<file path="src/hw/rtl/trpm_pkg.sv">
// ----------------------------------------------------------------------------
// trpm_pkg - shared types and constants of the tachometer
// Sequencer states, register indexes, fixed-point limits and divider sizes.
// ----------------------------------------------------------------------------
package trpm_pkg;

    // Divider: 49-bit dividend, 48-bit divisor, one quotient bit a cycle
    localparam int unsigned DIV_NW    = 49;
    localparam int unsigned DIV_DW    = 48;
    localparam int unsigned DIV_STEPS = DIV_NW;
    localparam int unsigned DIV_CW    = $clog2(DIV_STEPS + 1);

    // Numerator of rpm: 60e6 * 256
    localparam logic [DIV_NW-1:0] RPM_NUM = 49'd15360000000;
    localparam logic [25:0] RPM_MAX = 26'h3FFFFFF;
    localparam logic [22:0] VEL_MAX = 23'h7FFFFF;
    localparam logic [39:0] ACC_MAX = 40'h7FFFFFFFFF;
    localparam logic [39:0] ACC_MIN = 40'h8000000000;
    localparam logic [19:0] ACC_SCALE = 20'd1000000;

    // Register indexes
    localparam logic [2:0] REG_TEETH    = 3'd0;
    localparam logic [2:0] REG_DEBOUNCE = 3'd1;
    localparam logic [2:0] REG_MINPER   = 3'd2;
    localparam logic [2:0] REG_TIMEOUT  = 3'd3;
    localparam logic [2:0] REG_VCOEF    = 3'd4;

    // Input kinds
    localparam logic MODE_EDGE    = 1'b0;
    localparam logic MODE_TIMEOUT = 1'b1;

    typedef enum logic [3:0] {
        ST_IDLE,
        ST_RMUL,
        ST_RSTART,
        ST_RWAIT,
        ST_VMUL,
        ST_VSAT,
        ST_AMUL,
        ST_ASTART,
        ST_AWAIT,
        ST_UPD,
        ST_DONE
    } t_state;

    typedef struct packed {
        logic              done;
        logic [DIV_NW-1:0] quotient;
    } t_div_rsp;

endpackage

</file>
<file path="src/hw/rtl/tachometer_rpm_acceleration_top.sv">
// ----------------------------------------------------------------------------
// tachometer_rpm_acceleration_top - period-measuring tachometer
// Pulse debounce, rpm, roller angular velocity and acceleration.
// ----------------------------------------------------------------------------
// A timeout word or an edge without speed update goes straight to the output
// register; an rpm update can use the shared 49-step divider, and an
// acceleration update uses it a second time. One word in flight at a time.
// Reset (synchronous, active low) clears the state and flags, output valid
// included, and loads the register defaults; no clearing pass.
module tachometer_rpm_acceleration_top #(
    parameter int unsigned TIME_WIDTH = 32
) (
    input  logic          i_clk,
    input  logic          i_rst_n,
    // input stream
    input  logic          s_tvalid,
    output logic          s_tready,
    input  logic [31:0]   s_tdata,   // [31:0] now_us
    input  logic          s_tuser,   // [0] mode
    // result stream
    output logic          m_tvalid,
    input  logic          m_tready,
    output logic [127:0]  m_tdata,   // [25:0] rpm, [48:26] angular_velocity,
                                     // [88:49] angular_acceleration,
                                     // [120:89] pulse_count, rest zero
    output logic [1:0]    m_tuser,   // [0] pulse_accepted, [1] timed_out
    // configuration
    input  logic          i_cfg_valid,
    output logic          o_cfg_ready,
    input  logic [2:0]    i_cfg_index,
    input  logic [31:0]   i_cfg_data
);

    localparam int unsigned TW = TIME_WIDTH;

    trpm_pkg::t_state r_state, n_state;

    // config registers
    logic [7:0]  r_teeth;
    logic [15:0] r_debounce;
    logic [15:0] r_minper;
    logic [31:0] r_timeout;
    logic [23:0] r_vcoef;

    // state
    logic [TW-1:0] r_last_pulse;
    logic [TW-1:0] r_last_upd;
    logic [31:0]   r_count;
    logic [25:0]   r_rpm;
    logic [22:0]   r_vel;
    logic [22:0]   r_prev_vel;
    logic [39:0]   r_acc;
    logic          r_seen;

    // work registers
    logic [TW-1:0] r_now;
    logic [TW-1:0] r_since;
    logic [47:0]   r_den;
    logic [49:0]   r_vprod;
    logic [42:0]   r_num;
    logic          r_neg;
    logic          r_acc_flag;
    logic          r_tim_flag;

    // output register
    logic          r_oval;
    logic [127:0]  r_odata;
    logic [1:0]    r_ouser;

    logic                         w_s_acc;
    logic [TW-1:0]                w_now;
    logic [TW-1:0]                w_since;
    logic [63:0]                  w_since64;
    logic [TW-1:0]                w_dt;
    logic [63:0]                  w_dt64;
    logic [63:0]                  w_rs64;
    logic                         w_out_free;
    logic                         w_div_start;
    logic [trpm_pkg::DIV_NW-1:0]  w_div_n;
    logic [trpm_pkg::DIV_DW-1:0]  w_div_d;
    trpm_pkg::t_div_rsp           w_div;
    logic [29:0]                  w_vq;
    logic [trpm_pkg::DIV_NW-1:0]  w_mag;
    logic [39:0]                  w_acc_new;
    logic [22:0]                  w_dv;

    assign w_s_acc    = s_tvalid && s_tready;
    assign w_now      = TW'(s_tdata);
    assign w_since    = w_now - r_last_pulse;
    assign w_since64  = 64'(w_since);
    assign w_rs64     = 64'(r_since);
    assign w_dt       = r_now - r_last_upd;
    assign w_dt64     = 64'(w_dt);
    assign w_out_free = !r_oval || m_tready;
    assign o_cfg_ready = 1'b1;

    // Config writes
    always_ff @(posedge i_clk) begin
        if (!i_rst_n) begin
            r_teeth    <= 8'd20;
            r_debounce <= 16'd200;
            r_minper   <= 16'd250;
            r_timeout  <= 32'd1000000;
            r_vcoef    <= 24'd1756906;
        end else if (i_cfg_valid) begin
            case (i_cfg_index)
                trpm_pkg::REG_TEETH:    r_teeth    <= i_cfg_data[7:0];
                trpm_pkg::REG_DEBOUNCE: r_debounce <= i_cfg_data[15:0];
                trpm_pkg::REG_MINPER:   r_minper   <= i_cfg_data[15:0];
                trpm_pkg::REG_TIMEOUT:  r_timeout  <= i_cfg_data;
                trpm_pkg::REG_VCOEF:    r_vcoef    <= i_cfg_data[23:0];
                default: ;
            endcase
        end
    end

    // Next state
    always_comb begin
        n_state = r_state;
        case (r_state)
            trpm_pkg::ST_IDLE: begin
                if (w_s_acc) begin
                    if (s_tuser == trpm_pkg::MODE_EDGE &&
                        w_since64 > 64'(r_debounce) &&
                        w_since64 > 64'(r_minper))
                        n_state = trpm_pkg::ST_RMUL;
                    else
                        n_state = trpm_pkg::ST_DONE;
                end
            end
            trpm_pkg::ST_RMUL: begin
                if (r_teeth == 8'd0 || w_rs64[63:40] != 24'd0)
                    n_state = trpm_pkg::ST_VMUL;
                else
                    n_state = trpm_pkg::ST_RSTART;
            end
            trpm_pkg::ST_RSTART: n_state = trpm_pkg::ST_RWAIT;
            trpm_pkg::ST_RWAIT:  if (w_div.done) n_state = trpm_pkg::ST_VMUL;
            trpm_pkg::ST_VMUL:   n_state = trpm_pkg::ST_VSAT;
            trpm_pkg::ST_VSAT: begin
                if (r_seen && w_dt != '0)
                    n_state = trpm_pkg::ST_AMUL;
                else
                    n_state = trpm_pkg::ST_UPD;
            end
            trpm_pkg::ST_AMUL: begin
                if (w_dt64[63:40] != 24'd0)
                    n_state = trpm_pkg::ST_UPD;
                else
                    n_state = trpm_pkg::ST_ASTART;
            end
            trpm_pkg::ST_ASTART: n_state = trpm_pkg::ST_AWAIT;
            trpm_pkg::ST_AWAIT:  if (w_div.done) n_state = trpm_pkg::ST_UPD;
            trpm_pkg::ST_UPD:    n_state = trpm_pkg::ST_DONE;
            trpm_pkg::ST_DONE:   if (w_out_free) n_state = trpm_pkg::ST_IDLE;
            default:             n_state = trpm_pkg::ST_IDLE;
        endcase
    end

    // Sequencer outputs
    always_comb begin
        s_tready    = (r_state == trpm_pkg::ST_IDLE);
        w_div_start = 1'b0;
        w_div_n     = '0;
        w_div_d     = '0;
        case (r_state)
            trpm_pkg::ST_RSTART: begin
                w_div_start = 1'b1;
                w_div_n     = trpm_pkg::RPM_NUM + trpm_pkg::DIV_NW'(r_den >> 1);
                w_div_d     = r_den;
            end
            trpm_pkg::ST_ASTART: begin
                w_div_start = 1'b1;
                w_div_n     = trpm_pkg::DIV_NW'(r_num) + trpm_pkg::DIV_NW'(r_den >> 1);
                w_div_d     = r_den;
            end
            default: ;
        endcase
    end

    trpm_div u_div (
        .i_clk      (i_clk),
        .i_rst_n    (i_rst_n),
        .i_start    (w_div_start),
        .i_dividend (w_div_n),
        .i_divisor  (w_div_d),
        .o_rsp      (w_div)
    );

    // Rounding and saturation
    assign w_vq  = 30'((r_vprod + 50'd524288) >> 20);
    assign w_mag = w_div.quotient;
    assign w_dv  = (r_vel < r_prev_vel) ? (r_prev_vel - r_vel) : (r_vel - r_prev_vel);

    always_comb begin
        if (r_neg) begin
            if (w_mag[48:40] != 9'd0 || (w_mag[39] && w_mag[38:0] != 39'd0))
                w_acc_new = trpm_pkg::ACC_MIN;
            else
                w_acc_new = 40'd0 - w_mag[39:0];
        end else begin
            if (w_mag[48:39] != 10'd0)
                w_acc_new = trpm_pkg::ACC_MAX;
            else
                w_acc_new = w_mag[39:0];
        end
    end

    // Datapath and state
    always_ff @(posedge i_clk) begin
        if (!i_rst_n) begin
            r_state    <= trpm_pkg::ST_IDLE;
            r_last_pulse <= '0;
            r_last_upd <= '0;
            r_count    <= '0;
            r_rpm      <= '0;
            r_vel      <= '0;
            r_prev_vel <= '0;
            r_acc      <= '0;
            r_seen     <= 1'b0;
            r_acc_flag <= 1'b0;
            r_tim_flag <= 1'b0;
            r_oval     <= 1'b0;
        end else begin
            r_state <= n_state;
            // result word valid: load on done, drop once taken
            if (r_state == trpm_pkg::ST_DONE && w_out_free)
                r_oval <= 1'b1;
            else if (m_tready)
                r_oval <= 1'b0;
            case (r_state)
                trpm_pkg::ST_IDLE: begin
                    if (w_s_acc) begin
                        r_now      <= w_now;
                        r_since    <= w_since;
                        r_acc_flag <= 1'b0;
                        r_tim_flag <= 1'b0;
                        if (s_tuser == trpm_pkg::MODE_EDGE) begin
                            if (w_since64 > 64'(r_debounce)) begin
                                r_acc_flag   <= 1'b1;
                                r_count      <= r_count + 32'd1;
                                r_last_pulse <= w_now;
                            end
                        end else if (w_since64 > 64'(r_timeout)) begin
                            r_tim_flag <= 1'b1;
                            r_rpm      <= '0;
                            r_vel      <= '0;
                            r_prev_vel <= '0;
                            r_acc      <= '0;
                        end
                    end
                end
                trpm_pkg::ST_RMUL: begin
                    r_den <= 48'(w_rs64[39:0]) * 48'(r_teeth);
                    if (r_teeth == 8'd0)
                        r_rpm <= trpm_pkg::RPM_MAX;
                    else if (w_rs64[63:40] != 24'd0)
                        r_rpm <= '0;
                end
                trpm_pkg::ST_RWAIT: begin
                    if (w_div.done)
                        r_rpm <= (w_mag[48:26] != 23'd0) ? trpm_pkg::RPM_MAX : w_mag[25:0];
                end
                trpm_pkg::ST_VMUL: r_vprod <= 50'(r_rpm) * 50'(r_vcoef);
                trpm_pkg::ST_VSAT:
                    r_vel <= (w_vq[29:23] != 7'd0) ? trpm_pkg::VEL_MAX : w_vq[22:0];
                trpm_pkg::ST_AMUL: begin
                    r_neg <= (r_vel < r_prev_vel);
                    r_num <= 43'(w_dv) * 43'(trpm_pkg::ACC_SCALE);
                    r_den <= {4'd0, w_dt64[39:0], 4'd0};
                    if (w_dt64[63:40] != 24'd0)
                        r_acc <= '0;
                end
                trpm_pkg::ST_AWAIT: if (w_div.done) r_acc <= w_acc_new;
                trpm_pkg::ST_UPD: begin
                    r_prev_vel <= r_vel;
                    r_last_upd <= r_now;
                    r_seen     <= 1'b1;
                end
                default: ;
            endcase
        end
    end

    // Output word
    always_ff @(posedge i_clk) begin
        if (r_state == trpm_pkg::ST_DONE && w_out_free) begin
            r_odata <= {7'd0, r_count, r_acc, r_vel, r_rpm};
            r_ouser <= {r_tim_flag, r_acc_flag};
        end
    end

    assign m_tvalid = r_oval;
    assign m_tdata  = r_odata;
    assign m_tuser  = r_ouser;

    // Checks
    a_busy_not_ready: assert property (@(posedge i_clk) disable iff (!i_rst_n)
        (r_state != trpm_pkg::ST_IDLE) |-> !s_tready)
        else $error("ready while busy");
    a_div_done_wait: assert property (@(posedge i_clk) disable iff (!i_rst_n)
        w_div.done |-> (r_state == trpm_pkg::ST_RWAIT || r_state == trpm_pkg::ST_AWAIT))
        else $error("divider done outside wait");
    a_flags_excl: assert property (@(posedge i_clk) disable iff (!i_rst_n)
        m_tvalid |-> !(m_tuser[0] && m_tuser[1]))
        else $error("both accepted and timed out");

endmodule

</file>
<file path="src/hw/rtl/trpm_div.sv">
// ----------------------------------------------------------------------------
// trpm_div - shared restoring divider
// Unsigned divide, one quotient bit per cycle, done pulses with the quotient.
// ----------------------------------------------------------------------------
module trpm_div (
    input  logic                          i_clk,
    input  logic                          i_rst_n,
    input  logic                          i_start,
    input  logic [trpm_pkg::DIV_NW-1:0]   i_dividend,
    input  logic [trpm_pkg::DIV_DW-1:0]   i_divisor,
    output trpm_pkg::t_div_rsp            o_rsp
);

    logic [trpm_pkg::DIV_NW-1:0] r_rem;
    logic [trpm_pkg::DIV_NW-1:0] r_quo;
    logic [trpm_pkg::DIV_DW-1:0] r_div;
    logic [trpm_pkg::DIV_CW-1:0] r_cnt;
    logic                        r_busy;
    logic                        r_done;

    logic [trpm_pkg::DIV_NW-1:0] w_shift;
    logic [trpm_pkg::DIV_NW-1:0] w_dext;
    logic                        w_ge;

    // One trial subtraction per cycle
    assign w_shift = {r_rem[trpm_pkg::DIV_NW-2:0], r_quo[trpm_pkg::DIV_NW-1]};
    assign w_dext  = {1'b0, r_div};
    assign w_ge    = (w_shift >= w_dext);

    // Control
    always_ff @(posedge i_clk) begin
        if (!i_rst_n) begin
            r_busy <= 1'b0;
            r_done <= 1'b0;
            r_cnt  <= '0;
        end else begin
            r_done <= 1'b0;
            if (i_start) begin
                r_busy <= 1'b1;
                r_cnt  <= trpm_pkg::DIV_CW'(trpm_pkg::DIV_STEPS);
            end else if (r_busy) begin
                r_cnt <= r_cnt - 1'b1;
                if (r_cnt == trpm_pkg::DIV_CW'(1)) begin
                    r_busy <= 1'b0;
                    r_done <= 1'b1;
                end
            end
        end
    end

    // Datapath
    always_ff @(posedge i_clk) begin
        if (i_start) begin
            r_rem <= '0;
            r_quo <= i_dividend;
            r_div <= i_divisor;
        end else if (r_busy) begin
            r_rem <= w_ge ? (w_shift - w_dext) : w_shift;
            r_quo <= {r_quo[trpm_pkg::DIV_NW-2:0], w_ge};
        end
    end

    assign o_rsp.done     = r_done;
    assign o_rsp.quotient = r_quo;

endmodule

</file>
<file path="config.mk">
export PLATFORM = sky130hd
export DESIGN_NAME = tachometer_rpm_acceleration_top
export DESIGN_NICKNAME = d
export VERILOG_FILES = /design/src/hw/rtl/trpm_pkg.sv /design/src/hw/rtl/tachometer_rpm_acceleration_top.sv /design/src/hw/rtl/trpm_div.sv
export SDC_FILE = /design/constraint.sdc
export NUM_CORES = 2
export LEC_CHECK = 0
export BUFFER_PORTS_ARGS = -buffer_cell sky130_fd_sc_hd__buf_4
export CAP_MARGIN = 5
export CORE_ASPECT_RATIO = 1.5
export CORE_MARGIN = 2
export CORE_UTILIZATION = 34
export DETAILED_ROUTE_END_ITERATION = 10
export GPL_ROUTABILITY_DRIVEN = 0
export HOLD_SLACK_MARGIN = 0.12
export SLEW_MARGIN = 20
export SYNTH_ARGS = -nofsm -noshare
export SYNTH_HDL_FRONTEND = slang
export SYNTH_SLANG_ARGS = --single-unit
</file>
<file path="constraint.sdc">
create_clock -name i_clk -period 33.2 [get_ports i_clk]
set_input_delay 1.66 -clock i_clk [delete_from_list [all_inputs] [get_ports i_clk]]
set_output_delay 1.66 -clock i_clk [all_outputs]
set_load 0.02 [all_outputs]
</file>
# == Yosys cells after proc, flatten, opt, wreduce, memory -nomap -nowiden ==
# Cells that the tools add are included.
# classes
order_cmp,5
n_mux,48
bitwise,3
n_eq_ne,22
mul,3
div_mod_pow,0
n_reduce_logical,44
n_addsub,11
shift,0
# op_table
op,count
40-bit two-way mux,7
48-bit one-hot mux with 2 select lines,2
26-bit two-way mux,6
23-bit two-way mux,5
49-bit two-way mux,2
23-bit one-hot mux with 2 select lines,2
40-bit one-hot mux with 2 select lines,1
26-bit one-hot mux with 3 select lines,1
32-bit by 16-bit greater-than comparator with 1-bit output,2
32-bit subtractor,2
50-bit by 20-bit adder with 50-bit output (second input constant),1
26-bit by 24-bit multiplier with 50-bit output,1
49-bit by 48-bit greater-or-equal comparator with 1-bit output,1
34-bit by 47-bit adder with 48-bit output (first input constant),1
43-bit by 47-bit adder with 48-bit output,1
48-bit two-way mux,1
48-bit subtractor,1
23-bit subtractor,2
4-bit one-hot mux with 11 select lines,1
32-bit by 8-bit multiplier with 40-bit output,1
1-bit by 40-bit subtractor with 40-bit output (first input constant),1
39-bit nonzero test,1
23-bit by 14-bit multiplier with 37-bit output (second input constant),1
32-bit by 1-bit adder with 32-bit output (second input constant),1
38 further kinds,91
# word_totals
ramBits,0
romBits,0
word_cells,168
reg_bits,788
inputBits,73
latch_bits,0
mem_count,0
output_inout_bits,133

# == Logic depth before layout (Yosys ltp) ==
# depth
ltp_word,7
ltp_mapped,40
ltp_nobuf,38

# == Hierarchy ==
# Synthesis repeated with hierarchy kept, for this count alone.
# hier_totals
cells_unflattened,8177
hier_area_um2,74445.1
# modules_own_cells
mod,n_inst,cells_per_inst,area_each_um2,seq_area_each_um2
tachometer_rpm_acceleration_top,1,7283,65328.9,15134.5
trpm_div,1,894,9116.2,4033.9

# == Worst setup path after synthesis ==
# Ideal clock, no wire load.
# synth_timing
path_kind,input port to flip-flop
startpoint,input port m_tready
endpoint,"register r_odata[0] (netlist: m_tdata[0]), enable pin"
n_path_buf,0
required_time_ps,32419
setup_slack_ps,21793
arrival_ps,10626
setup_ps,781
stages,2
path_cell_list,nand2b_1 -> nor3b_1
# synth_between
elab_chain_cells,2
# synth_rtl
item,line_no,rtl
from (decl),tachometer_rpm_acceleration_top.sv:22,"input logic m_tready,"
1-bit logical OR,tachometer_rpm_acceleration_top.sv:94,assign w_out_free = !r_oval || m_tready;
1-bit logical AND,tachometer_rpm_acceleration_top.sv:287,if (r_state == trpm_pkg::ST_DONE && w_out_free) begin
to (signal assigned),tachometer_rpm_acceleration_top.sv:288,"r_odata <= {7'd0, r_count, r_acc, r_vel, r_rpm};"
to (decl),tachometer_rpm_acceleration_top.sv:67,logic [127:0] r_odata;
# No other way between the ends.
# A chain may end at the register's enable or synchronous reset.

# == Final worst setup path ==
# layout_timing
startpoint,register r_vel[12]
endpoint,"register r_num[41], data pin"
# layout_between
elab_chain_cells,3
elab_cells_between_ends,5
classes_between,2 x add/sub; 1 x mul; 1 x order compare; 1 x mux
# layout_rtl
item,line_no,rtl
from (decl),tachometer_rpm_acceleration_top.sv:50,logic [22:0] r_vel;
from (signal assigned),tachometer_rpm_acceleration_top.sv:266,r_vel <= (w_vq[29:23] != 7'd0) ? trpm_pkg::VEL_MAX : w_vq[22:0];
23-bit subtractor or 23-bit < comparator (tied branches),tachometer_rpm_acceleration_top.sv:193,assign w_dv = (r_vel < r_prev_vel) ? (r_prev_vel - r_vel) : (r_vel - r_prev_vel);
23-bit two-way mux *,tachometer_rpm_acceleration_top.sv:193,
23-bit by 14-bit multiplier with 37-bit output *,tachometer_rpm_acceleration_top.sv:269,r_num <= 43'(w_dv) * 43'(trpm_pkg::ACC_SCALE);
to (signal assigned),tachometer_rpm_acceleration_top.sv:269,
to (decl),tachometer_rpm_acceleration_top.sv:60,logic [42:0] r_num;
# Every way passes the cells marked *; elsewhere a longest branch is shown, timed or not.

==> impl_metrics.env <==
export IMPL_crit_path_top_delay_cell="a2111oi_0"
export IMPL_synth_seq_area_share_pct=26.5
export IMPL_rsz0062_at_grt="no"
export IMPL_synthCells=7745
export IMPL_cp_slowest_stage_delay_ns=0.87
export IMPL_cellPowerDensity_nw_per_um2=98.1
export IMPL_combPwrFrac_pct=68.2
export IMPL_fin_cells=10670
export IMPL_final_setup_tns_ns=0
export IMPL_max_freq_mhz=94.2
export IMPL_pwr_share_clk_pct=12.7
export IMPL_p_int_mw=3.95
export IMPL_maxSlewHeadroom_pct=29.2
export IMPL_htree_levels=3
export IMPL_drtPass1Iterations=9
export IMPL_synth_area_per_cell_um2=9.23
export IMPL_synth_seq_cells=753
export IMPL_dpl_hpwl_mm=161
export IMPL_clk_insertion_delay_late_ns=0.72
export IMPL_clock_skew_final_ns=0.0507
export IMPL_fin_crit_ns=10.62
export IMPL_path_buf_inv=7
export IMPL_cts_tree="done"
export IMPL_ff_latch_area_um2=18900
export IMPL_ctsResizeCount=0
export IMPL_p_total_mw=7.74
export IMPL_fp_dieW_um=378
export IMPL_viasPerCell=5.21
export IMPL_initial_utilization_pct=34.1
export IMPL_root_buffer="clkbuf_16"
export IMPL_cts_buffers=82
export IMPL_drt_total_wl_mm=211
export IMPL_layout_drive_gt1_share_pct=6.40
export IMPL_synth_top_cells_by_area="fa_1, edfxtp_1, ha_1, dfxtp_1, inv_1"
export IMPL_crit_fanout=33
export IMPL_drtIter0Drc=3638
export IMPL_hold_path_class="reg -> reg"
export IMPL_synthesis_area_um2=71500
export IMPL_place_inst=10512
export IMPL_grt_pass1_wl_mm=328
export IMPL_ys_warnings_count=0
export IMPL_p_seq_share_pct=19.1
export IMPL_synth_flop_cell="edfxtp_1"
export IMPL_clock_sinks=753
export IMPL_outcome="finished, final reports clean"
export IMPL_cp_required_ns=33.64
export IMPL_yosysMostFrequentCell="inv_1"
export IMPL_synth_distinct_cells=91
export IMPL_drv_slew=0
export IMPL_multi_input_area_um2=47100
export IMPL_drv_cap=0
export IMPL_hold_end="m_tdata[71]"
export IMPL_path_clk_slew_ns=0.06
export IMPL_hold_start="r_acc[22]"
export IMPL_worstRegToRegCells=38
export IMPL_pin_count=206
export IMPL_timing_rr_start="r_vel[12]"
export IMPL_p_switching_mw=3.79
export IMPL_grt_pass1_vias=58214
export IMPL_n_fill_cell=20959
export IMPL_swShare_pct=49.0
export IMPL_whs_path_depth=0
export IMPL_numPortBuffers=197
export IMPL_synth_top_area_share_pct=22.3
export IMPL_timing_worst_setup_path_type="reg -> reg"
export IMPL_worst_slew_pin_slew_ns=1.04
export IMPL_cp_start_kind="register"
export IMPL_drc_errors=0
export IMPL_yosysTopAreaCell="fa_1"
export IMPL_postRouteAntennaNets=0
export IMPL_grt_total_usage_pct=19.7
export IMPL_die_y_um=566
export IMPL_r2r_end="r_num[41]"
export IMPL_area_growth_pct=10.4
export IMPL_grt_overflow_total=0
export IMPL_finalHoldViolations=0
export IMPL_p_leak_nw=34.7
export IMPL_crit_top_cell="inv_1"
export IMPL_cts_buffer_depth=3
export IMPL_via_count=55562
export IMPL_grt_max_degree=96
export IMPL_setup_worst_path_end_class="register"
export IMPL_nets=9268
export IMPL_r2r_slack_ns=22.58
export IMPL_crit_family="compound AO/OA/AOI/OAI gates"
export IMPL_ir_worst_vdd_mv=0.167
export IMPL_rows=206
export IMPL_postCtsSetupBuffers=0
export IMPL_post_route_period_util_pct=32.0
export IMPL_async_flop_share_pct=0
export IMPL_synth_commonest_cells="inv_1, nand2_1, fa_1"
export IMPL_cts_hold_buf=0
export IMPL_synth_edf_count=385
export IMPL_die_area_um2=214000
export IMPL_core_um2=210000
export IMPL_antenna_found_initial=9
export IMPL_arrival_ns=11.06
export IMPL_post_drt_wl_per_cell_um=19.8
export IMPL_setup_viol=0
[per-stage QoR]
step           utilization, %  cell area, µm²  worst slack, ns  hold slack [ns]
3_5_place_dp             36.3           76000            22.71            0.419
3_3_place_gp             36.3           76000            22.85            0.415
5_1_grt                  37.6           78900            21.91            0.444
6_report                 37.6           78900            22.58            0.430
4_1_cts                  37.6           78800            22.68            0.434
2_1_floorplan               -           71500            21.79            0.408
[cell usage in the layout (no fill, tap or decap), drive strengths merged, types with 41 or more instances in the layout]
cell	count
a211oi	68
a21o	168
a21oi	443
a31oi	44
and2	378
and3	53
buf	297
clkbuf	108
dfxtp	368
edfxtp	385
fa	797
ha	608
inv	1146
mux2i	53
nand2	1081
nand2b	68
nand3	114
nand4	59
nor2	339
nor2b	53
nor3	77
o2111ai	43
o211ai	41
o21ai	251
xnor2	165
xor2	129
[sequential cells by signal (all words and copies together), names as in the netlist, 16 cells and up]
signal	cells
m_tdata	121
r_acc	40
r_count	32
r_debounce	16
r_den	40
r_last_pulse	32
r_last_upd	32
r_minper	16
r_now	32
r_num	37
r_prev_vel	23
r_rpm	26
r_since	32
r_timeout	32
r_vcoef	24
r_vel	23
r_vprod	31
u_div.r_div	40
u_div.r_quo	49
u_div.r_rem	48
[cells by family (layout without fill, tap and decap cells)]
family	Yosys count	after routing	share of synthesized area (%)
DFF	753	753	26.5
xor gates and xnor gates	294	294	3.60
adders and majority gates	1407	1407	33.0
buffers and inverters	1478	1587	7.86
AOI/OAI and AO/OA	1395	1395	12.6
other	2	10	0.0105
and+or+nand+nor	2354	2354	15.5
muxes	62	62	0.884
[layout make-up]
class                           count  area share [%]
Sequential cell                   753            24.0
Inverter                         1136            5.41
Antenna cell                        2         0.00634
Clock inverter                     46           0.691
Multi-Input combinational cell   5520            59.7
Clock buffer                      108            2.89
Timing Repair Buffer              297            2.85
Tap cell                         2808            4.45
[power by group through the flow]
stage          combinational [mW]  clock (mW)  sequential (mW)
4_1_cts                      5.31        1.00             1.48
2_1_floorplan                3.81           0             1.43
6_report                     5.28       0.981             1.48
3_3_place_gp                 5.15           0             1.49
3_5_place_dp                 5.26           0             1.50
5_1_grt                      6.01        1.04             1.50
[worst max path at each step]
stage	startpoint	to	slack, ns	depth (start not counted)
2_1_floorplan	m_tready	m_tdata[0]	21.79	2
3_3_place_gp	r_vel[12]	r_num[41]	22.85	37
3_5_place_dp	r_vel[12]	r_num[41]	22.71	37
4_1_cts	r_vel[12]	r_num[41]	22.68	37
5_1_grt	r_vel[12]	r_num[41]	21.91	38
6_report	r_vel[12]	r_num[41]	22.58	38
[metal layers]
metal	wire (µm)	GRT usage, %	vias to the layer above
met5	30	0	-
met4	11700	9.83	6
met3	11900	2.83	518
met2	105000	35.0	1718
met1	82200	23.0	27679
li1	-	-	25641
Note: power is estimated with default switching activity, not from simulation.
